## src/rtl/mrdc_pkg.sv

```systemverilog
// Shared types, constants and the remainder helper function of the mesh route direction block.
package mrdc_pkg;

  // Field widths
  localparam int COORD_BITS_DEF = 8;
  localparam int KIND_W         = 3;
  localparam int STEP_W         = 8;
  localparam int RADIUS_W       = 8;
  localparam int AREA_W         = 8;
  localparam int MASK_W         = 5;
  localparam int CFG_IDX_W      = 2;

  // Configuration register indexes
  localparam logic [CFG_IDX_W-1:0] REG_STEP_X = 2'd0;
  localparam logic [CFG_IDX_W-1:0] REG_STEP_Y = 2'd1;

  localparam logic [STEP_W-1:0] STEP_ONE = STEP_W'(1);

  // Routing kinds
  typedef enum logic [KIND_W-1:0] {
    KIND_XFIRST    = 3'd0,
    KIND_YFIRST    = 3'd1,
    KIND_CW        = 3'd2,
    KIND_CW_OFFSET = 3'd3,
    KIND_RADIUS    = 3'd4,
    KIND_INDIV     = 3'd5,
    KIND_AREA      = 3'd6,
    KIND_NONE      = 3'd7
  } kind_e;

  // Quadrant of the offset; QUAD_L is the local node itself
  typedef enum logic [2:0] {
    QUAD_A,
    QUAD_B,
    QUAD_C,
    QUAD_D,
    QUAD_L
  } quad_e;

  typedef logic [MASK_W-1:0] dir_mask_t;

  localparam dir_mask_t DIR_L     = 5'b00001;
  localparam dir_mask_t DIR_N     = 5'b00010;
  localparam dir_mask_t DIR_E     = 5'b00100;
  localparam dir_mask_t DIR_S     = 5'b01000;
  localparam dir_mask_t DIR_W     = 5'b10000;
  localparam dir_mask_t DIR_NEIGH = 5'b11110;
  localparam dir_mask_t DIR_NONE  = 5'b00000;

  // Route decision handed to the remainder pipeline
  typedef struct packed {
    dir_mask_t mask;       // directions settled at decode time
    logic      add_local;  // local copy wanted if both remainders are zero
  } route_t;

  // One restoring step of a remainder: shift in one dividend bit, subtract if it fits
  function automatic logic [STEP_W-1:0] rem_step(input logic [STEP_W-1:0] rem,
                                                 input logic              dbit,
                                                 input logic [STEP_W-1:0] div);
    logic [STEP_W:0] trial;
    trial = {rem, dbit};
    if (trial >= {1'b0, div}) begin
      trial = trial - {1'b0, div};
    end
    return trial[STEP_W-1:0];
  endfunction

endpackage

```

## src/rtl/mesh_route_direction_compute.sv

```systemverilog
// Top level: pipelined output-port selection of a 2D mesh router.
// A header passes through the input register, the decode stage and the remainder stages to the result.
// Throughput: one header per cycle while the output does not stall; two dividend bits per stage.
// Every stage holds its item under output stall and fills bubbles independently.
// Reset clears all valid bits and sets both step registers to one.
module mesh_route_direction_compute import mrdc_pkg::*; #(
  parameter int COORD_BITS = COORD_BITS_DEF
) (
  input  logic                  clk_i,
  input  logic                  rst_ni,
  // header channel
  input  logic                  in_valid_i,
  output logic                  in_stall_o,
  input  logic [KIND_W-1:0]     req_type_i,
  input  logic [COORD_BITS-1:0] dx_i,
  input  logic [COORD_BITS-1:0] dy_i,
  input  logic [COORD_BITS-1:0] orig_x_i,
  input  logic [COORD_BITS-1:0] orig_y_i,
  input  logic [RADIUS_W-1:0]   hop_radius_i,
  input  logic [AREA_W-1:0]     area_x_i,
  input  logic [AREA_W-1:0]     area_y_i,
  // result channel
  output logic                  out_valid_o,
  input  logic                  out_stall_i,
  output logic [MASK_W-1:0]     dir_mask_o,
  // configuration write channel
  input  logic                  cfg_valid_i,
  output logic                  cfg_ready_o,
  input  logic [CFG_IDX_W-1:0]  cfg_index_i,
  input  logic [STEP_W-1:0]     cfg_data_i
);

  localparam int DIV_STAGES = (COORD_BITS + 1) / 2;
  localparam int QW         = 2 * DIV_STAGES;
  localparam int NS         = DIV_STAGES + 1;

  // Configuration
  logic [STEP_W-1:0] step_x_q, step_y_q, step_x_eff, step_y_eff;

  assign cfg_ready_o = 1'b1;

  always_ff @(posedge clk_i or negedge rst_ni) begin
    if (!rst_ni) begin
      step_x_q <= STEP_ONE;
      step_y_q <= STEP_ONE;
    end else if (cfg_valid_i && cfg_ready_o) begin
      case (cfg_index_i)
        REG_STEP_X: step_x_q <= cfg_data_i;
        REG_STEP_Y: step_y_q <= cfg_data_i;
        default: ;
      endcase
    end
  end

  // a zero step means every node takes a copy
  assign step_x_eff = (step_x_q == '0) ? STEP_ONE : step_x_q;
  assign step_y_eff = (step_y_q == '0) ? STEP_ONE : step_y_q;

  // Input register stage
  logic                  s0_vld_q, s0_rdy;
  logic [KIND_W-1:0]     s0_kind_q;
  logic [COORD_BITS-1:0] s0_x_q, s0_y_q, s0_ox_q, s0_oy_q;
  logic [RADIUS_W-1:0]   s0_hops_q;
  logic [AREA_W-1:0]     s0_ax_q, s0_ay_q;

  // Decode and remainder stages 1..NS
  logic [NS:1]       vld_q, vld_d;
  logic [NS+1:1]     rdy;
  dir_mask_t         mask_q [NS:1];
  dir_mask_t         mask_d [NS:1];
  logic              addl_q [NS:1];
  logic              addl_d [NS:1];
  logic [QW-1:0]     divx_q [NS:1];
  logic [QW-1:0]     divx_d [NS:1];
  logic [QW-1:0]     divy_q [NS:1];
  logic [QW-1:0]     divy_d [NS:1];
  logic [STEP_W-1:0] remx_q [NS:1];
  logic [STEP_W-1:0] remx_d [NS:1];
  logic [STEP_W-1:0] remy_q [NS:1];
  logic [STEP_W-1:0] remy_d [NS:1];

  logic [COORD_BITS-1:0] abs_x, abs_y;
  route_t                route;

  // Ready chain: a stage loads when empty or when its content moves on
  always_comb begin
    rdy[NS+1] = !out_stall_i;
    for (int k = NS; k >= 1; k--) begin
      rdy[k] = !vld_q[k] || rdy[k+1];
    end
  end

  assign s0_rdy     = !s0_vld_q || rdy[1];
  assign in_stall_o = !s0_rdy;

  always_ff @(posedge clk_i or negedge rst_ni) begin
    if (!rst_ni) begin
      s0_vld_q <= 1'b0;
    end else if (s0_rdy) begin
      s0_vld_q <= in_valid_i;
    end
  end

  always_ff @(posedge clk_i) begin
    if (s0_rdy && in_valid_i) begin
      s0_kind_q <= req_type_i;
      s0_x_q    <= dx_i;
      s0_y_q    <= dy_i;
      s0_ox_q   <= orig_x_i;
      s0_oy_q   <= orig_y_i;
      s0_hops_q <= hop_radius_i;
      s0_ax_q   <= area_x_i;
      s0_ay_q   <= area_y_i;
    end
  end

  // Direction decode
  mrdc_route #(
    .COORD_BITS (COORD_BITS)
  ) u_route (
    .kind_i   (kind_e'(s0_kind_q)),
    .x_i      (s0_x_q),
    .y_i      (s0_y_q),
    .ox_i     (s0_ox_q),
    .oy_i     (s0_oy_q),
    .hops_i   (s0_hops_q),
    .area_x_i (s0_ax_q),
    .area_y_i (s0_ay_q),
    .abs_x_o  (abs_x),
    .abs_y_o  (abs_y),
    .route_o  (route)
  );

  // Next values: stage 1 takes the decode, later stages run two remainder steps each
  always_comb begin
    vld_d[1]  = s0_vld_q;
    mask_d[1] = route.mask;
    addl_d[1] = route.add_local;
    divx_d[1] = QW'(abs_x);
    divy_d[1] = QW'(abs_y);
    remx_d[1] = '0;
    remy_d[1] = '0;
    for (int k = 2; k <= NS; k++) begin
      vld_d[k]  = vld_q[k-1];
      mask_d[k] = mask_q[k-1];
      addl_d[k] = addl_q[k-1];
      remx_d[k] = rem_step(rem_step(remx_q[k-1], divx_q[k-1][QW-1], step_x_eff),
                           divx_q[k-1][QW-2], step_x_eff);
      remy_d[k] = rem_step(rem_step(remy_q[k-1], divy_q[k-1][QW-1], step_y_eff),
                           divy_q[k-1][QW-2], step_y_eff);
      divx_d[k] = divx_q[k-1] << 2;
      divy_d[k] = divy_q[k-1] << 2;
    end
  end

  always_ff @(posedge clk_i or negedge rst_ni) begin
    if (!rst_ni) begin
      vld_q <= '0;
    end else begin
      for (int k = 1; k <= NS; k++) begin
        if (rdy[k]) vld_q[k] <= vld_d[k];
      end
    end
  end

  always_ff @(posedge clk_i) begin
    for (int k = 1; k <= NS; k++) begin
      if (rdy[k] && vld_d[k]) begin
        mask_q[k] <= mask_d[k];
        addl_q[k] <= addl_d[k];
        divx_q[k] <= divx_d[k];
        divy_q[k] <= divy_d[k];
        remx_q[k] <= remx_d[k];
        remy_q[k] <= remy_d[k];
      end
    end
  end

  // Result: for individual multicast, the local copy is added only where both offsets are multiples of the steps
  assign out_valid_o = vld_q[NS];
  assign dir_mask_o  = mask_q[NS] |
                       ((addl_q[NS] && (remx_q[NS] == '0) && (remy_q[NS] == '0)) ?
                        DIR_L : DIR_NONE);

endmodule

```

## src/rtl/mrdc_route.sv

```systemverilog
// Direction decode of one header for all routing kinds, plus offset magnitudes.
module mrdc_route import mrdc_pkg::*; #(
  parameter int COORD_BITS = COORD_BITS_DEF
) (
  input  kind_e                  kind_i,
  input  logic [COORD_BITS-1:0]  x_i,
  input  logic [COORD_BITS-1:0]  y_i,
  input  logic [COORD_BITS-1:0]  ox_i,
  input  logic [COORD_BITS-1:0]  oy_i,
  input  logic [RADIUS_W-1:0]    hops_i,
  input  logic [AREA_W-1:0]      area_x_i,
  input  logic [AREA_W-1:0]      area_y_i,
  output logic [COORD_BITS-1:0]  abs_x_o,
  output logic [COORD_BITS-1:0]  abs_y_o,
  output route_t                 route_o
);

  // Compare width: holds |x|+|y| and the radius / area limits
  localparam int LIM_W = (RADIUS_W > AREA_W) ? RADIUS_W : AREA_W;
  localparam int CMP_W = (COORD_BITS + 1 > LIM_W) ? COORD_BITS + 1 : LIM_W;

  localparam logic [COORD_BITS-1:0] C_ONE       = COORD_BITS'(1);
  localparam logic [COORD_BITS-1:0] C_MINUS_ONE = '1;

  logic xz, yz, xneg, yneg, xpos, ypos;
  logic [CMP_W-1:0] sum_abs;
  logic radius_ok, in_x, in_y, at_origin;
  quad_e quad, quad_off;

  // Spread into the quadrant, shared by radius and individual multicast
  function automatic dir_mask_t spread(input dir_mask_t dir, input quad_e q,
                                       input logic x_zero, input logic y_zero);
    dir_mask_t res;
    res = dir;
    case (q)
      QUAD_A: begin
        res = res | DIR_E;
        if (x_zero) res = res | DIR_N;
      end
      QUAD_B: begin
        res = res | DIR_N;
        if (y_zero) res = res | DIR_W;
      end
      QUAD_C: begin
        res = res | DIR_W;
        if (x_zero) res = res | DIR_S;
      end
      QUAD_D: begin
        res = res | DIR_S;
        if (y_zero) res = res | DIR_E;
      end
      default: res = DIR_NEIGH;
    endcase
    return res;
  endfunction

  // Sign flags and magnitudes
  assign xz   = (x_i == '0);
  assign yz   = (y_i == '0);
  assign xneg = x_i[COORD_BITS-1];
  assign yneg = y_i[COORD_BITS-1];
  assign xpos = !xneg && !xz;
  assign ypos = !yneg && !yz;

  assign abs_x_o = xneg ? (~x_i + C_ONE) : x_i;
  assign abs_y_o = yneg ? (~y_i + C_ONE) : y_i;

  assign sum_abs   = CMP_W'(abs_x_o) + CMP_W'(abs_y_o);
  assign radius_ok = (hops_i == '0) || (sum_abs < CMP_W'(hops_i));
  assign in_x      = CMP_W'(abs_x_o) < CMP_W'(area_x_i);
  assign in_y      = CMP_W'(abs_y_o) < CMP_W'(area_y_i);
  assign at_origin = (ox_i == '0) && (oy_i == '0);

  // Quadrant classification
  always_comb begin
    if (!xneg && ypos)      quad = QUAD_A;
    else if (xneg && !yneg) quad = QUAD_B;
    else if (!xpos && yneg) quad = QUAD_C;
    else if (xpos && !ypos) quad = QUAD_D;
    else                    quad = QUAD_L;
  end

  // On-axis offsets are turned one quadrant on for the offset clockwise mode
  always_comb begin
    quad_off = quad;
    if (yz != xz) begin
      if (yz) begin
        if (quad == QUAD_D)      quad_off = QUAD_A;
        else if (quad == QUAD_B) quad_off = QUAD_C;
      end else begin
        if (quad == QUAD_C)      quad_off = QUAD_D;
        else if (quad == QUAD_A) quad_off = QUAD_B;
      end
    end
  end

  // Per-kind direction selection
  always_comb begin
    route_o.mask      = DIR_NONE;
    route_o.add_local = 1'b0;
    case (kind_i)
      KIND_XFIRST: begin
        if (xpos)      route_o.mask = DIR_E;
        else if (xneg) route_o.mask = DIR_W;
        else if (ypos) route_o.mask = DIR_N;
        else if (yneg) route_o.mask = DIR_S;
        else           route_o.mask = DIR_L;
      end
      KIND_YFIRST: begin
        if (ypos)      route_o.mask = DIR_N;
        else if (yneg) route_o.mask = DIR_S;
        else if (xpos) route_o.mask = DIR_E;
        else if (xneg) route_o.mask = DIR_W;
        else           route_o.mask = DIR_L;
      end
      KIND_CW: begin
        case (quad)
          QUAD_A:  route_o.mask = xz ? DIR_N : DIR_E;
          QUAD_B:  route_o.mask = yz ? DIR_W : DIR_N;
          QUAD_C:  route_o.mask = xz ? DIR_S : DIR_W;
          QUAD_D:  route_o.mask = yz ? DIR_E : DIR_S;
          default: route_o.mask = DIR_L;
        endcase
      end
      KIND_CW_OFFSET: begin
        case (quad_off)
          QUAD_A:  route_o.mask = ((x_i == C_ONE && !yz) || at_origin) ? DIR_N : DIR_E;
          QUAD_B:  route_o.mask = ((y_i == C_ONE && !xz) || at_origin) ? DIR_W : DIR_N;
          QUAD_C:  route_o.mask = ((x_i == C_MINUS_ONE && !yz) || at_origin) ? DIR_S : DIR_W;
          QUAD_D:  route_o.mask = ((y_i == C_MINUS_ONE && !xz) || at_origin) ? DIR_E : DIR_S;
          default: route_o.mask = DIR_L;
        endcase
      end
      KIND_RADIUS: begin
        route_o.mask = radius_ok ? spread(DIR_L, quad, xz, yz) : DIR_L;
      end
      KIND_INDIV: begin
        // local bit settled later by the step remainders
        route_o.mask      = spread(DIR_NONE, quad, xz, yz);
        route_o.add_local = (quad != QUAD_L);
      end
      KIND_AREA: begin
        route_o.mask = DIR_L;
        if (in_x || in_y) begin
          case (quad)
            QUAD_A: begin
              if (in_x)       route_o.mask = route_o.mask | DIR_E;
              if (xz && in_y) route_o.mask = route_o.mask | DIR_N;
            end
            QUAD_B: begin
              if (in_y)       route_o.mask = route_o.mask | DIR_N;
              if (yz && in_x) route_o.mask = route_o.mask | DIR_W;
            end
            QUAD_C: begin
              if (in_x)       route_o.mask = route_o.mask | DIR_W;
              if (xz && in_y) route_o.mask = route_o.mask | DIR_S;
            end
            QUAD_D: begin
              if (in_y)       route_o.mask = route_o.mask | DIR_S;
              if (yz && in_x) route_o.mask = route_o.mask | DIR_E;
            end
            default: route_o.mask = DIR_NEIGH;
          endcase
        end
      end
      default: route_o.mask = DIR_NONE;
    endcase
  end

endmodule
```

## config.mk

```make
export PLATFORM = sky130hd
export DESIGN_NAME = mesh_route_direction_compute
export DESIGN_NICKNAME = d
export VERILOG_FILES = /design/src/rtl/mrdc_pkg.sv /design/src/rtl/mesh_route_direction_compute.sv /design/src/rtl/mrdc_route.sv
export SDC_FILE = /design/constraint.sdc
export NUM_CORES = 1
export LEC_CHECK = 0
export BUFFER_PORTS_ARGS = -buffer_cell sky130_fd_sc_hd__buf_2
export CORE_MARGIN = 5
export CORE_UTILIZATION = 40
export DETAILED_ROUTE_END_ITERATION = 7
export PLACE_DENSITY_LB_ADDON = 0.1
export SYNTH_ARGS = -nofsm -noshare
export SYNTH_HDL_FRONTEND = slang
export SYNTH_SLANG_ARGS = --single-unit
```

## constraint.sdc

```tcl
create_clock -name clk_i -period 5.8 [get_ports clk_i]
set_clock_uncertainty 0.05 [all_clocks]
set_input_delay 1.16 -clock clk_i [delete_from_list [all_inputs] [get_ports clk_i]]
set_output_delay 1.16 -clock clk_i [all_outputs]
set_load 0.05 [all_outputs]
```

======== Yosys cells after proc, flatten, opt, wreduce, memory -nomap -nowiden ========
Memory sizes are Yosys's and may differ from the RTL's.
Cells that the tools add are included.
storage, ports and cells
  input port bits ......................... 74
  memory bits (writable) .................. 190
  memories kept ........................... 6
  output and inout bits ................... 8
  register bits after elaboration ......... 81
  word-level logic and storage cells ...... 226
operators by class
  add/sub/neg operators ................... 19
  eq/ne operators ......................... 19
  reduce and logical (&&, ||, !) cells .... 62
  multiplexer cells ....................... 82
  bitwise operators ....................... 3
  $lt $le $gt $ge ......................... 19
memories
  memory  depth  width  read ports  clocked after memory_dff  wr ports  RTL line                            text
  divx_q  5      8      4           0                         5         mesh_route_direction_compute.sv:73  logic [QW-1:0] divx_q [NS:1];
  divy_q  5      8      4           0                         5         mesh_route_direction_compute.sv:75  logic [QW-1:0] divy_q [NS:1];
  remx_q  5      8      5           0                         5         mesh_route_direction_compute.sv:77  logic [STEP_W-1:0] remx_q [NS:1];
  remy_q  5      8      5           0                         5         mesh_route_direction_compute.sv:79  logic [STEP_W-1:0] remy_q [NS:1];
  mask_q  5      5      5           0                         5         mesh_route_direction_compute.sv:69  dir_mask_t mask_q [NS:1];
  addl_q  5      1      5           0                         5         mesh_route_direction_compute.sv:71  logic addl_q [NS:1];
operators by type and width
  cell                 count
  $mux 8               20
  $ge 9x8->1           16
  $sub 8x8->8          16
  $pmux 5 s4           5
  $mux 5               17
  $logic_not 8->1      9
  $mux 3               16
  $pmux 5 s7           1
  $mux 4               7
  $logic_and 1x1->1    21
  $eq 3x2->1 const B   6
  $add 8x1->8 const B  2
  $eq 8x1->1 const B   2
  $eq 8x8->1 const B   2
  $lt 8x8->1           2
  $not 8->8            2
  $logic_not 1->1      14
  $logic_or 1x1->1     12
  $mux 1               12
  $add 8x8->9          1
  $eq 3x1->1 const B   3
  $eq 3x3->1 const B   3
  $logic_not 3->1      3
  $lt 9x8->1           1
  7 further kinds      11

======== Longest topological paths before layout ========
Gate-level depths: netlist of the first run.
  word-level depth ........................ 17
  gate-level depth with buffers ........... 22
  depth with buffers taken out ............ 21

======== Cells and area by module ========
Synthesis of the first run repeated with hierarchy kept, for this count alone.
unflattened totals
  cells, all modules ...................... 1380
  area, all modules ....................... 14840.5 um^2
modules (own cells, without submodules)
  module                        cells each  seq. area each (um^2)  times used  area an instance (um^2)
  mesh_route_direction_compute  1109        6348.6                 1           12923.6
  mrdc_route                    271         0.0                    1           1916.8

======== Least setup slack after synthesis of the first run ========
OpenSTA, ideal clock, no wires.
  path kind ............................... register -> register
  from .................................... reg step_x_q[1]
  to ...................................... reg remx_q[0][41] (netlist name)
  arrival ................................. 4.763 ns
  path buffers ............................ 1
  library setup time ...................... 0.260 ns
  stages on the path, launching flop included .. 23
  required time ........................... 5.490 ns
  period minus slack after synthesis ...... 5.073 ns
  setup slack ............................. 0.727 ns
  path through ............................ dfrtp_1 -> inv_1 -> nand4_1 -> nor4_1 -> or2_2 -> ha_1 -> nor2b_1 -> o21ai_2 -> a21boi_1 -> o31a_1 -> o31ai_1 -> buf_2 -> nand2_1 -> o21ai_0 -> ha_1 -> nor2b_1 -> o21ai_0 -> a21oi_1 -> o21ai_0 -> a21oi_1 -> o21bai_1 -> a221oi_4 -> mux2_2
RTL lines
  item                      RTL line                            text
  start: declaration        mesh_route_direction_compute.sv:38  logic [STEP_W-1:0] step_x_q, step_y_q, step_x_eff, step_y_eff;
  start signal: assignment  mesh_route_direction_compute.sv:48  REG_STEP_X: step_x_q <= cfg_data_i;

==> results_dict.tcl, run 1 <==
set metrics [dict create \
    crit_type "register to register" \
    fp.dieArea_um2 39800 \
    dp_cells 1853 \
    critPathLaunchType "register" \
    cap_violations 0 \
    io_pins 82 \
    synth_commonest_cells "193 x edfxtp_1, 151 x ha_1, 124 x inv_1" \
    power.leakage_nw 6.76 \
    grt_first_pass_wirelength_mm 53.9 \
    postSynth.asyncResetShare_pct 10.2 \
    relSlewSlack_pct 30.5 \
    port_buffers 80 \
    yosysWarnings 0 \
    grt_pass1_vias 10200 \
    worstPathMaxFanout 8 \
    end_kind "register" \
    fin_ws_ns 0.512 \
    syn_area_um2 14300 \
    syn_area_per_cell_um2 10.9 \
    place.gp.congestion 0.869 \
    slew_viol_final 0 \
    period_needed_ns 5.29 \
    area_delta_synth_final_pct 13.7 \
    cp.arrival_ns 5.51 \
    gr-total-overflow 0 \
    placementRows 69 \
    drc 0 \
    antenna_left 0 \
    clk-insertion-delay-late_ns 0.53 \
    holdBufCountCts 0 \
    outcome "completed" \
    required_ns 6.02 \
    synth_cells 1318 \
    synth-edff-count 193 \
    reg2reg_slack_ns 0.51 \
    wirelength_mm 33.0 \
    drtIter0Drc 561 \
    globalRouteTotalUtil_pct 16.9 \
    antenna_cells 0 \
    clockBufferDepth 3 \
    via_count 9905 \
    grt_start_max_net_pins 60 \
    hold_class "register to register" \
    yosys.area.top_type "edfxtp_1" \
    start_util_pct 40.4 \
    finalCritPeriodShare_pct 91.2 \
    setup_violations 0 \
    final-instance-count-excl-fill 1904 \
    tightest_slew_ns 1.04 \
    power_density_nw_per_um2 620 \
    utilization_pct 46.0 \
    yosysMostFrequentCell "edfxtp_1" \
    die_width_um 199 \
    dpl.hpwl_mm 25.3 \
    fmax_mhz 189 \
    total_power_w 0.0101 \
    die_y_um 199 \
    vias_per_cell 5.20 \
    fill_cells 3345 \
    core_area_um2 35500 \
    ys_seq_area_share_pct 44.3 \
    routedWlPerCell_um 17.4 \
    cts.htree.levels 1 \
    drive_above_1_share_pct 17.7 \
    cts.sinks 215 \
    yosysTopAreaCellShare_pct 40.4 \
    synth.area.top_cells "edfxtp_1 40%, ha_1 13%, mux2_2 5.7%" \
    ys.flop_type "edfxtp_1" \
    cts_buffers 27 \
    antenna_found_initial 2 \
    place_ws_ns 0.146 \
    firstDrtPassIters 5 \
    path_clk_slew_ns 0.06 \
    synth_seq_cells 215 \
    syn_nets 1558 \
    nets 1664 \
    hold_viol 0 \
    synth_cell_types 70 \
    cts-root-buf "clkbuf_16" \
    cts_tree "built" \
    max-vdd-ir-drop_mv 0.326 \
    worst_hold_slack_ns 0.365 \
]
[worst max-delay path, cell delays in order, from the launching register on]
cell and delay, ns:
dfrtp_1 0.37, inv_1 0.22, nand4_1 0.17, nor4_2 0.31, or2_2 0.20, ha_1 0.16
nor2b_1 0.05, o21a_1 0.18, o21ai_0 0.24, a21oi_1 0.15, nor2_1 0.26, o31ai_4 0.13
mux2i_1 0.34, ha_1 0.32, nor2b_1 0.13, o21ai_0 0.19, a21boi_0 0.15, o21ai_0 0.23
a21oi_1 0.14, a211o_1 0.34, a21oi_4 0.28, mux2_2 0.40
[placed cells by master, fill, tap and decap left out, types with 9 or more instances in the layout]
cell,synthesis,layout
mux2_2,73,73
buf_4,6,19
nor4_1,15,13
o21bai_1,13,13
inv_1,124,123
fa_1,15,15
dfrtp_1,20,20
nor3_1,28,27
o31ai_1,14,14
nand2_1,66,66
nor2_1,113,113
mux2i_1,13,13
nand2b_1,16,16
o21ai_0,75,75
xor2_1,30,30
ha_1,151,151
clkbuf_16,0,27
nor2b_1,26,25
a21o_1,27,27
a21oi_1,69,69
xnor2_1,56,56
or2_2,10,9
buf_2,6,80
nand4_1,31,31
nand3_1,12,12
edfxtp_1,193,193
[where the power goes]
part	switching, W	total (W)	internal (W)	leakage (nW)
Clock	0.000637	0.00162	0.000982	0.413
Combinational	0.00304	0.00591	0.00288	4.20
Sequential	0.000207	0.00259	0.00238	2.15
Total	0.00388	0.0101	0.00624	6.76
[timing repair]
item / in CTS / in global routing
setup endpoints to repair: 0 / 44
resized for setup: 0 / 10
hold endpoints to repair: 0 / 0
setup buffers: 0 / 3
[sequential cells by signal (all words and copies together) (netlist names), 20 cells and up]
| signal | cells |
|---|---|
| divx_q | 20 |
| divy_q | 20 |
| remy_q | 32 |
| mask_q | 25 |
| remx_q | 32 |
[logic make-up after synthesis]
| family | after synthesis | share of synthesized area [%] |
|---|---|---|
| and+or+nand+nor | 346 | 11.8 |
| AOI/OAI and AO/OA | 269 | 12.5 |
| DFF | 215 | 44.3 |
| adders and majority gates | 166 | 15.3 |
| buffers and inverters | 147 | 4.06 |
| xor gates and xnor gates | 88 | 5.48 |
| muxes | 86 | 6.64 |
| other | 1 | 0.0261 |
[cell type report]
class                           count  area [µm²]  share of cell area [%]
Multi-Input combinational cell    956        7500                    46.0
Tap cell                          461         577                    3.54
Clock inverter                     16         161                   0.990
Clock buffer                       32         694                    4.26
Inverter                          124         469                    2.88
Timing Repair Buffer              100         563                    3.45
Sequential cell                   215        6350                    38.9
[metal layers]
layer | share of wire [%] | GRT usage (%)
met1 | 48 | 23.7
met2 | 46 | 27.9
met3 | 3.8 | 2.31
met4 | 2.3 | 4.35
met5 | 0.082 | 0
[worst paths after layout]
kind | start | end | depth (start not counted)
setup / recovery | step_x_q[3] | remx_q[0][39] | 21
hold / removal | divx_q[0][11] | divx_q[0][21] | 0
setup reg to reg | step_x_q[3] | remx_q[0][39] | 21
hold reg to reg | divx_q[0][11] | divx_q[0][21] | 0
max in group asynchronous | rst_ni | vld_q[1] | 1
min in group asynchronous | rst_ni | step_y_q[4] | 1
[metrics by stage]
stage	setup TNS [ns]	instance area, µm²
2_1_floorplan	0	14300
5_1_grt	-0.00104	16300
6_report	0	16300
3_5_place_dp	0	15300
3_3_place_gp	0	15300
4_1_cts	0	16200
(Power assumes the default switching activity.)
==> inputs of run 2 (changes only) <==
--- a/config.mk
+++ b/config.mk
@@ -6,8 +6,11 @@
 export NUM_CORES = 1
 export LEC_CHECK = 0
 export BUFFER_PORTS_ARGS = -buffer_cell sky130_fd_sc_hd__buf_2
+export CELL_PAD_IN_SITES_DETAIL_PLACEMENT = 0
+export CELL_PAD_IN_SITES_GLOBAL_PLACEMENT = 2
 export CORE_MARGIN = 5
 export CORE_UTILIZATION = 40
+export CTS_BUF_LIST = sky130_fd_sc_hd__clkbuf_2
 export DETAILED_ROUTE_END_ITERATION = 7
 export PLACE_DENSITY_LB_ADDON = 0.1
 export SYNTH_ARGS = -nofsm -noshare
==> results_dict.tcl, run 2 (synthesis results as in run 1) <==
set metrics [dict create \
    outcome "completed" \
    die_width_um 199 \
    top_regs "remx_q: 32 flops, remy_q: 32 flops, mask_q: 25 flops" \
    total_power_w 0.00948 \
    routedWlPerCell_um 17.1 \
    fmax_mhz 187 \
    switching_share_pct 40.4 \
    placementRows 69 \
    vias_per_cell 5.11 \
    grt_start_max_net_pins 60 \
    cts.sinks 215 \
    place.gp.congestion 0.859 \
    dpl.hpwl_mm 26.0 \
    setup_violations 0 \
    layout_commonest_cell "edfxtp_1" \
    drc 0 \
    p_comb_share_pct 61.5 \
    io_pins 82 \
    cts_tree "built" \
    period_needed_ns 5.36 \
    hold_class "register to register" \
    fill_cells 3398 \
    p_switching_w 0.00383 \
    slew_viol_final 0 \
    gr-total-overflow 0 \
    cts_buffers 57 \
    hold_viol 0 \
    rsz0062_at_grt "false" \
    required_ns 6.36 \
    multi_input_area_um2 7470 \
    sequentialPowerShare_pct 27.2 \
    critPathLaunchType "register" \
    power_density_nw_per_um2 593 \
    final_cell_mix "193 x edfxtp_1, 151 x ha_1, 124 x inv_1, 113 x nor2_1, 86 x clkbuf_2" \
    finalCritPeriodShare_pct 92.3 \
    dp_cells 1857 \
    core_area_um2 35500 \
    end_kind "register" \
    globalRouteTotalUtil_pct 17.3 \
    cts.htree.levels 2 \
    die_y_um 199 \
    clk-insertion-delay-late_ns 0.96 \
    power.leakage_nw 6.78 \
    wirelength_mm 33.6 \
    cts-root-buf "clkbuf_2" \
    drtIter0Drc 618 \
    antenna_left 0 \
    cap_violations 0 \
    port_buffers 80 \
    cp.arrival_ns 5.92 \
    fin_tns_setup_ns 0 \
    relSlewSlack_pct 22.4 \
    path_clk_slew_ns 0.10 \
    fp.dieArea_um2 39800 \
    firstDrtPassIters 5 \
    tightest_slew_ns 1.16 \
    start_util_pct 40.4 \
    clockPowerShare_pct 11.3 \
    area_delta_synth_final_pct 11.5 \
    nets 1697 \
    drive_above_1_share_pct 20.9 \
    max-vdd-ir-drop_mv 0.502 \
    worstPathMaxFanout 8 \
    grt_first_pass_wirelength_mm 53.7 \
    crit_type "register to register" \
    antenna_found_initial 2 \
    grt_pass1_vias 10200 \
    regArea_um2 6350 \
    final-instance-count-excl-fill 1965 \
    clockBufferDepth 3 \
    internal-power_w 0.00565 \
    via_count 10000 \
]
[run 2: final cells by class]
| class | instances | share of cell area, % |
|---|---|---|
| timing repair buffer | 103 | 3.68 |
| clock buffer | 86 | 2.69 |
| antenna | 1 | 0.0156 |
| sequential | 215 | 39.7 |
| multi-input combinational | 956 | 46.7 |
| clock inverter | 19 | 0.696 |
| tap | 461 | 3.61 |
| inverter | 124 | 2.91 |
[run 2: metal layers]
layer / GRT usage (%) / vias up / share of wire [%]
li1: - / 5132 / -
met1: 23.7 / 4669 / 48
met2: 27.9 / 188 / 46
met3: 3.02 / 52 / 3.8
met4: 5.86 / 2 / 2.4
met5: 0 / - / 0.039
[run 2: worst max-delay path: stages, from the launching register on]
cell and delay (ns):
dfrtp_1 0.34, inv_1 0.15, nand4_1 0.14, nor4_2 0.07
or2_2 0.34, ha_1 0.21, nor2b_1 0.12, o21a_1 0.14
o21ai_0 0.11, a21oi_1 0.26, nor2_1 0.10, o31ai_2 0.39
mux2i_1 0.42, ha_1 0.31, nor2b_1 0.13, o21ai_0 0.18
a21boi_0 0.15, o21ai_0 0.24, a21oi_1 0.14, a211o_1 0.32
a21oi_2 0.39, mux2_2 0.40
[run 2: metrics by stage]
stage / setup slack [ns] / hold WS, ns / util, % / instance area [µm²]
2_1_floorplan: 0.727 / 0.350 / - / 14300
3_3_place_gp: 0.277 / 0.351 / 43.3 / 15400
3_5_place_dp: 0.133 / 0.355 / 43.3 / 15400
4_1_cts: 0.116 / 0.224 / 44.9 / 15900
5_1_grt: 0.0481 / 0.264 / 45.1 / 16000
6_report: 0.444 / 0.288 / 45.1 / 16000
[run 2: power by group through the flow]
| stage | Combinational, W | Sequential (W) | Clock, W |
|---|---|---|---|
| after global routing | 0.00658 | 0.00261 | 0.00122 |
| after CTS | 0.00581 | 0.00258 | 0.00114 |
| after global placement | 0.00578 | 0.00261 | 0 |
| after detailed placement | 0.00575 | 0.00261 | 0 |
| final | 0.00583 | 0.00257 | 0.00107 |
| after floorplan | 0.00467 | 0.00252 | 0 |
[run 2: final timing paths]
kind	from	endpoint	slack [ns]	cells past startpoint
min in group asynchronous	rst_ni	step_y_q[5]	0.69	2
worst min register to register	addl_q[0][3]	addl_q[0][4]	0.29	0
max in group asynchronous	rst_ni	step_x_q[0]	4.56	2
worst max-delay path	step_x_q[3]	remx_q[0][37]	0.44	21
worst max register to register	step_x_q[3]	remx_q[0][37]	0.44	21
worst min-delay path	addl_q[0][3]	addl_q[0][4]	0.29	0
[run 2: timing repair]
item	CTS	global route
buffers inserted	0	1
endpoints found under the setup margin	0	28
hold buffers	1	0
hold endpoints to repair	5	0
resized for setup	0	8
